<file path="config.mk">
export PLATFORM = sky130hd
export DESIGN_NAME = radix_integer_to_ascii_unit
export DESIGN_NICKNAME = d
export VERILOG_FILES = /design/src/hdl/ritoa_pkg.sv /design/src/hdl/ritoa_divider.sv /design/src/hdl/radix_integer_to_ascii_unit.sv
export VERILOG_INCLUDE_DIRS = /design/src /design/src/hdl
export SDC_FILE = /design/constraint.sdc
export NUM_CORES = 1
export LEC_CHECK = 0
export ABC_CLOCK_PERIOD_IN_PS = 3800
export BUFFER_PORTS_ARGS = -buffer_cell sky130_fd_sc_hd__buf_2
export CORE_MARGIN = 2
export CORE_UTILIZATION = 54
export DETAILED_ROUTE_END_ITERATION = 8
export GPL_TIMING_DRIVEN = 0
export PLACE_DENSITY_LB_ADDON = 0.05
export SYNTH_ARGS = -nofsm -noshare
export SYNTH_HDL_FRONTEND = slang
export SYNTH_HIERARCHICAL = 1
export SYNTH_SLANG_ARGS = --single-unit
</file>
<file path="constraint.sdc">
create_clock -name clk_i -period 3.8 [get_ports clk_i]
set_clock_uncertainty 0.05 [all_clocks]
set_input_delay 0.95 -clock clk_i [delete_from_list [all_inputs] [get_ports clk_i]]
set_output_delay 0.95 -clock clk_i [all_outputs]
set_load 0.05 [all_outputs]
</file>
<file path="src/hdl/radix_integer_to_ascii_unit_macros.svh">
`ifndef RADIX_INTEGER_TO_ASCII_UNIT_MACROS_SVH
`define RADIX_INTEGER_TO_ASCII_UNIT_MACROS_SVH

// Clocked check with explicit clock and reset.
`define RITOA_ASSERT_CR(label, clk, rst_n, prop, msg) \
  label: assert property (@(posedge clk) disable iff (!rst_n) prop) else $error(msg);

// Clocked check on clk_i, held off during rst_ni.
`define RITOA_ASSERT(label, prop, msg) \
  `RITOA_ASSERT_CR(label, clk_i, rst_ni, prop, msg)

`endif

</file>
<file path="src/hdl/ritoa_pkg.sv">
`timescale 1ns / 1ps

package ritoa_pkg;

  localparam int VALUE_BITS_DEF = 64;
  localparam int MAX_DIGITS_DEF = 64;

  localparam int VALUE_W     = 64;
  localparam int BASE_W      = 6;
  localparam int CHAR_W      = 7;
  localparam int COUNT_W     = 7;
  localparam int IN_TDATA_W  = 72;
  localparam int OUT_TDATA_W = 16;

  localparam logic [BASE_W-1:0] MIN_BASE  = 6'd2;
  localparam logic [BASE_W-1:0] MAX_BASE  = 6'd36;
  localparam logic [BASE_W-1:0] DEC_RADIX = 6'd10;

  localparam logic [CHAR_W-1:0] ASCII_ZERO    = 7'd48;
  localparam logic [CHAR_W-1:0] ASCII_UPPER_A = 7'd65;

  typedef struct packed {
    logic busy;
    logic done;
  } div_stat_t;

  function automatic logic [CHAR_W-1:0] digit_ascii(input logic [BASE_W-1:0] rem);
    logic [CHAR_W-1:0] r;
    r = {1'b0, rem};
    if (rem < DEC_RADIX) begin
      digit_ascii = ASCII_ZERO + r;
    end else begin
      digit_ascii = ASCII_UPPER_A + r - {1'b0, DEC_RADIX};
    end
  endfunction

endpackage

</file>
<file path="src/hdl/ritoa_divider.sv">
`timescale 1ns / 1ps
`include "radix_integer_to_ascii_unit_macros.svh"

// restoring divider, one quotient bit per cycle
module ritoa_divider
  import ritoa_pkg::*;
#(
  parameter int VALUE_BITS = VALUE_BITS_DEF
) (
  input  logic                  clk_i,
  input  logic                  rst_ni,
  input  logic                  start_i,
  input  logic [VALUE_BITS-1:0] dividend_i,
  input  logic [BASE_W-1:0]     divisor_i,
  output logic [VALUE_BITS-1:0] quotient_o,
  output logic [BASE_W-1:0]     remainder_o,
  output div_stat_t             stat_o
);

  localparam int SW = $clog2(VALUE_BITS);

  logic [VALUE_BITS-1:0] quo_q, quo_d;
  logic [BASE_W-1:0]     rem_q, rem_d;
  logic [SW-1:0]         cnt_q, cnt_d;
  logic                  busy_q, busy_d;
  logic                  done_q, done_d;

  logic [BASE_W:0] trial;
  logic [BASE_W:0] diff;
  logic            fits;

  assign trial = {rem_q, quo_q[VALUE_BITS-1]};
  assign diff  = trial - {1'b0, divisor_i};
  assign fits  = trial >= {1'b0, divisor_i};

  always_comb begin
    quo_d  = quo_q;
    rem_d  = rem_q;
    cnt_d  = cnt_q;
    busy_d = busy_q;
    done_d = 1'b0;
    if (start_i) begin
      quo_d  = dividend_i;
      rem_d  = '0;
      cnt_d  = SW'(VALUE_BITS - 1);
      busy_d = 1'b1;
    end else if (busy_q) begin
      quo_d = {quo_q[VALUE_BITS-2:0], fits};
      rem_d = fits ? diff[BASE_W-1:0] : trial[BASE_W-1:0];
      cnt_d = cnt_q - 1'b1;
      if (cnt_q == '0) begin
        busy_d = 1'b0;
        done_d = 1'b1;
      end
    end
  end

  always_ff @(posedge clk_i or negedge rst_ni) begin
    if (!rst_ni) begin
      cnt_q  <= '0;
      busy_q <= 1'b0;
      done_q <= 1'b0;
    end else begin
      cnt_q  <= cnt_d;
      busy_q <= busy_d;
      done_q <= done_d;
    end
  end

  always_ff @(posedge clk_i) begin
    quo_q <= quo_d;
    rem_q <= rem_d;
  end

  assign quotient_o  = quo_q;
  assign remainder_o = rem_q;
  assign stat_o.busy = busy_q;
  assign stat_o.done = done_q;

  `RITOA_ASSERT(a_rem_below_div, done_q |-> (rem_q < divisor_i), "remainder not below divisor")
  `RITOA_ASSERT(a_busy_done_excl, !(busy_q && done_q), "divider busy and done together")
  `RITOA_ASSERT(a_done_after_busy, done_q |-> $past(busy_q), "done without a running division")

endmodule

</file>
<file path="src/hdl/radix_integer_to_ascii_unit.sv">
`timescale 1ns / 1ps
`include "radix_integer_to_ascii_unit_macros.svh"

// channel   dir  fields (tdata / tuser / tlast)
// s_axis    in   tdata: value[63:0], base[69:64]; pad to 72
// m_axis    out  tdata: digit_char[6:0], digit_count[13:7]; tuser: bad_base; tlast: last
//
// One input per conversion, one output transfer per digit (one for a bad base).
// Each digit comes from the bit-serial divider, then emission reads the digits back
// from the digit memory, each through the S_RD and S_EMIT states.
// Input is taken only between conversions; the final digit may sit in the output
// register while the next input is taken. Output stalls hold the sequencer.
// Reset clears control only; the digit memory needs no clearing.
module radix_integer_to_ascii_unit
  import ritoa_pkg::*;
#(
  parameter int VALUE_BITS = VALUE_BITS_DEF,
  parameter int MAX_DIGITS = MAX_DIGITS_DEF
) (
  input  logic                   clk_i,
  input  logic                   rst_ni,
  input  logic                   s_axis_tvalid_i,
  output logic                   s_axis_tready_o,
  input  logic [IN_TDATA_W-1:0]  s_axis_tdata_i,   // value[63:0], base[69:64], zero pad
  output logic                   m_axis_tvalid_o,
  input  logic                   m_axis_tready_i,
  output logic [OUT_TDATA_W-1:0] m_axis_tdata_o,   // digit_char[6:0], digit_count[13:7], pad
  output logic                   m_axis_tlast_o,
  output logic                   m_axis_tuser_o    // bad_base
);

  localparam int AW = $clog2(MAX_DIGITS);
  localparam int CW = $clog2(MAX_DIGITS + 1);

  typedef enum logic [4:0] {
    S_IDLE = 5'b00001,
    S_DIV  = 5'b00010,
    S_RD   = 5'b00100,
    S_EMIT = 5'b01000,
    S_ERR  = 5'b10000
  } state_e;

  state_e state_q, state_d;

  logic [BASE_W-1:0] base_q, base_d;
  logic [CW-1:0]     n_q, n_d;
  logic [AW-1:0]     rd_addr_q, rd_addr_d;

  logic [BASE_W-1:0] mem [MAX_DIGITS];
  logic [BASE_W-1:0] rd_data_q;
  logic              mem_we;

  logic                  div_start;
  logic [VALUE_BITS-1:0] div_dividend;
  logic [VALUE_BITS-1:0] div_quot;
  logic [BASE_W-1:0]     div_rem;
  div_stat_t             div_stat;

  logic              out_valid_q, out_valid_d;
  logic [CHAR_W-1:0] out_char_q, out_char_d;
  logic [CW-1:0]     out_count_q, out_count_d;
  logic              out_last_q, out_last_d;
  logic              out_bad_q, out_bad_d;
  logic              out_load;
  logic              out_free;

  logic              in_xfer;
  logic [BASE_W-1:0] in_base;
  logic              in_bad;
  logic [CW-1:0]     n_next;

  assign in_base = s_axis_tdata_i[VALUE_W +: BASE_W];
  assign in_bad  = (in_base < MIN_BASE) || (in_base > MAX_BASE);
  assign in_xfer = s_axis_tvalid_i && s_axis_tready_o;
  assign n_next  = n_q + 1'b1;
  assign out_free = !out_valid_q || m_axis_tready_i;

  assign s_axis_tready_o = (state_q == S_IDLE);

  assign div_dividend = (state_q == S_IDLE) ? s_axis_tdata_i[VALUE_BITS-1:0] : div_quot;

  ritoa_divider #(
    .VALUE_BITS(VALUE_BITS)
  ) u_div (
    .clk_i      (clk_i),
    .rst_ni     (rst_ni),
    .start_i    (div_start),
    .dividend_i (div_dividend),
    .divisor_i  (base_q),
    .quotient_o (div_quot),
    .remainder_o(div_rem),
    .stat_o     (div_stat)
  );

  always_comb begin
    state_d     = state_q;
    base_d      = base_q;
    n_d         = n_q;
    rd_addr_d   = rd_addr_q;
    div_start   = 1'b0;
    mem_we      = 1'b0;
    out_load    = 1'b0;
    out_char_d  = out_char_q;
    out_count_d = out_count_q;
    out_last_d  = out_last_q;
    out_bad_d   = out_bad_q;
    unique case (state_q)
      S_IDLE: begin
        if (in_xfer) begin
          if (in_bad) begin
            state_d = S_ERR;
          end else begin
            base_d    = in_base;
            n_d       = '0;
            div_start = 1'b1;
            state_d   = S_DIV;
          end
        end
      end
      S_DIV: begin
        if (div_stat.done) begin
          mem_we = 1'b1;
          n_d    = n_next;
          if ((div_quot == '0) || (n_next == CW'(MAX_DIGITS))) begin
            rd_addr_d = n_q[AW-1:0];
            state_d   = S_RD;
          end else begin
            div_start = 1'b1;
          end
        end
      end
      S_RD: begin
        state_d = S_EMIT;
      end
      S_EMIT: begin
        if (out_free) begin
          out_load    = 1'b1;
          out_char_d  = digit_ascii(rd_data_q);
          out_count_d = n_q;
          out_last_d  = (rd_addr_q == '0);
          out_bad_d   = 1'b0;
          if (rd_addr_q == '0) begin
            state_d = S_IDLE;
          end else begin
            rd_addr_d = rd_addr_q - 1'b1;
            state_d   = S_RD;
          end
        end
      end
      S_ERR: begin
        if (out_free) begin
          out_load    = 1'b1;
          out_char_d  = '0;
          out_count_d = '0;
          out_last_d  = 1'b1;
          out_bad_d   = 1'b1;
          state_d     = S_IDLE;
        end
      end
      default: begin
        state_d = S_IDLE;
      end
    endcase
  end

  always_comb begin
    out_valid_d = out_valid_q;
    if (out_load) begin
      out_valid_d = 1'b1;
    end else if (m_axis_tready_i) begin
      out_valid_d = 1'b0;
    end
  end

  always_ff @(posedge clk_i or negedge rst_ni) begin
    if (!rst_ni) begin
      state_q     <= S_IDLE;
      n_q         <= '0;
      rd_addr_q   <= '0;
      out_valid_q <= 1'b0;
    end else begin
      state_q     <= state_d;
      n_q         <= n_d;
      rd_addr_q   <= rd_addr_d;
      out_valid_q <= out_valid_d;
    end
  end

  always_ff @(posedge clk_i) begin
    base_q      <= base_d;
    out_char_q  <= out_char_d;
    out_count_q <= out_count_d;
    out_last_q  <= out_last_d;
    out_bad_q   <= out_bad_d;
  end

  // digit memory: one write port, registered read
  always_ff @(posedge clk_i) begin
    if (mem_we) begin
      mem[n_q[AW-1:0]] <= div_rem;
    end
  end

  always_ff @(posedge clk_i) begin
    rd_data_q <= mem[rd_addr_q];
  end

  assign m_axis_tvalid_o = out_valid_q;
  assign m_axis_tdata_o  = {{(OUT_TDATA_W - CHAR_W - COUNT_W){1'b0}},
                            COUNT_W'(out_count_q), out_char_q};
  assign m_axis_tlast_o  = out_last_q;
  assign m_axis_tuser_o  = out_bad_q;

  `RITOA_ASSERT(a_bad_single, (out_valid_q && out_bad_q) |-> (out_last_q && (out_count_q == '0)), "bad base result malformed")
  `RITOA_ASSERT(a_count_bound, n_q <= CW'(MAX_DIGITS), "digit count beyond store")
  `RITOA_ASSERT(a_start_idle_div, div_start |-> !div_stat.busy, "divider restarted while busy")
  `RITOA_ASSERT(a_digit_count, (out_valid_q && !out_bad_q) |-> (out_count_q != '0), "digit result with zero count")

endmodule
</file>
==> impl_metrics.tcl <==
set metrics [dict create \
    outcome "complete, no violations" \
    cp_max_fo 41 \
    fin_ws_ns 0.172 \
    post-route-period-util 0.955 \
    pwr-share-seq 0.511 \
    cp_data_required_time_ns 4.07 \
    grt_pass1_vias 12670 \
    rsz0062_at_grt "no" \
    post-route-util 0.617 \
    p_sw_frac 0.286 \
    post-route-min-period_ns 3.63 \
    wl_per_cell_um 23.1 \
    synthesis.area_mm2 0.0220 \
    start_util 0.543 \
    routed_wl_um 50900 \
    reg2reg_from "u_div/quotient_o[38]" \
    crit_path_start_kind "flop" \
    clockPowerShare 0.307 \
    final_antenna_net_count 0 \
    crit_start "u_div/quotient_o[38]" \
    grt_pass1_wl_um 77600 \
    die_h_um 206 \
    synth_warnings 6 \
    hold_viol 0 \
    route.detailed.drc 0 \
    dpl.hpwl_um 35200 \
    ff2ff_setup_slack_ns 0.17 \
    path_clk_slew_ns 0.06 \
    die_area_mm2 0.0424 \
    worst_slew_pin_slew_ns 0.889 \
    clk_latency_ns 0.60 \
    setup_violations 0 \
    core_mm2 0.0406 \
    setup_tns_ns 0 \
    end_kind "flop" \
    place_area_mm2 0.0233 \
    num_vias 12843 \
    hold_path.class "in2async" \
    p_per_area_mw_per_mm2 629 \
    place_ws_ns -1.16 \
    nNetsFinal 1723 \
    gp_congestion 0.932 \
    p_comb_frac 0.182 \
    drtPass1Iterations 5 \
    grt_max_degree 49 \
    final_layout_size_suffix_gt1_frac 0.216 \
    htreeDepth 2 \
    max_cap_violations 0 \
    r2r-end "u_div/quotient_o[15]" \
    timing.hold.ws_ns 0.352 \
    fillers 3186 \
    postCtsHoldBufs 0 \
    area_growth_pct 13.4 \
    p_leak_nw 8.50 \
    ir_drop_mv 0.546 \
    design_area_mm2 0.0250 \
    fmaxAchievable_ghz 0.276 \
    drv_slew 0 \
    p_switching_w 0.00449 \
    critPathArrivalTime_ns 3.90 \
    die_w_um 206 \
    crit_path_end "u_div/quotient_o[15]" \
    reg2regPathDepth 11 \
    clk_path_buf_depth 3 \
    ios 96 \
    relSlewSlack 0.407 \
    crit_type "reg2reg" \
    synth_cells 1476 \
    viasPerCell 5.82 \
    io_buffers 91 \
    intPower_w 0.0112 \
    cts_tree "done" \
    diodes 0 \
    antenna_found_initial 0 \
    clockRootBuffer "clkbuf_16" \
    num_rows 74 \
    grt-ovfl-total 0 \
    grt.total_usage 0.248 \
    drt_iter0_drc 1038 \
    avgSynthCellArea_um2 14.9 \
    cts_buffers 52 \
    clkSinkCount 509 \
]
worst max-delay path: stages (launching register included):
cell	delay, ns
edfxtp_1	0.46
nor4_4	0.39
nand4_1	0.26
nor4_4	0.46
a41oi_2	0.13
nand2_1	0.12
nand2_1	0.31
clkbuf_8	0.31
clkbuf_4	0.20
nor2_4	0.20
clkinvlp_4	0.21
buf_12	0.23
stage by stage:
stage / power (W) / std cells
final: 0.0157 / 2206
after floorplan: 0.00985 / 1477
after CTS: 0.0158 / 2207
after detailed placement: 0.0110 / 2107
after global routing: 0.0165 / 2206
after global placement: 0.0108 / 2100
power groups by stage:
stage | clock network (W) | registers, W | logic [W]
after floorplan | 0 | 0.00809 | 0.00176
after global placement | 0 | 0.00856 | 0.00228
after detailed placement | 0 | 0.00815 | 0.00287
after CTS | 0.00489 | 0.00805 | 0.00289
after global routing | 0.00510 | 0.00814 | 0.00322
final | 0.00482 | 0.00804 | 0.00287
how the worst min path moves through the flow:
stage | startpoint | to | slack, ns | cells after the start
final | rst_ni | u_div/cnt_q[2] | 0.35 | 1
after global routing | rst_ni | rd_addr_q[1] | 0.38 | 1
after CTS | rst_ni | rd_addr_q[0] | 0.35 | 1
after detailed placement | u_div/cnt_q[4] | u_div/cnt_q[4] | 0.48 | 2
after global placement | u_div/cnt_q[4] | u_div/cnt_q[4] | 0.47 | 2
after floorplan | u_div/cnt_q[4] | u_div/cnt_q[4] | 0.44 | 2
routing by layer:
metal	vias to the layer above	part of all wire	wire (um)	global-route usage
met1	6439	0.44	22600	0.356
met3	81	0.052	2640	0.0364
li1	5943	-	-	-
met2	380	0.48	24300	0.397
met5	-	0	0	0
met4	0	0.028	1420	0.0753
state kept, by name (all words and copies together), names as in the netlist:
name	flops
base_q	6
m_axis_tlast_o	1
m_axis_tuser_o	1
m_axis_tvalid_o	1
mem	384
n_q	7
out_char_q	7
out_count_q	7
rd_addr_q	6
rd_data_q	6
state_q	5
u_div/busy_q	1
u_div/cnt_q	6
u_div/done_q	1
u_div/quotient_o	64
u_div/remainder_o	6
repair_timing:
item                                    in CTS  in global routing
gates cloned                                 1                  0
setup buffers                                2                  0
endpoints found under the setup margin     142                 48
pin swaps                                    0                  0
hold endpoints to repair                     0                  0
gates resized for setup                      6                  3
cell type report:
cell class | count | area, um2 | area share
multi-input cells | 854 | 6480 | 0.259
plain buffers | 87 | 497 | 0.0199
well taps | 532 | 666 | 0.0266
repair inverters | 1 | 7.51 | 0.000300
flip-flops and latches | 509 | 15000 | 0.601
clock buffers | 63 | 1340 | 0.0537
inverters | 26 | 101 | 0.00405
clock inverters | 34 | 256 | 0.0103
repair buffers | 100 | 611 | 0.0244
placed cells by master, fill, tap and decap left out, types with 12 or more instances in the layout:
cell and n:
a211oi_1 22, a21oi_1 33, buf_2 107, clkbuf_1 60, clkbuf_16 52, clkinv_1 17
dfrtp_1 26, edfxtp_1 470, ha_1 15, inv_1 25, mux2_2 69, mux2i_1 83
mux4_2 59, nand2_1 226, nand2b_1 12, nor2_1 108, nor2b_1 12, nor4_1 14
o21ai_0 26, o221ai_1 43, o22ai_1 12
Note: power is estimated with default switching activity, not from simulation.
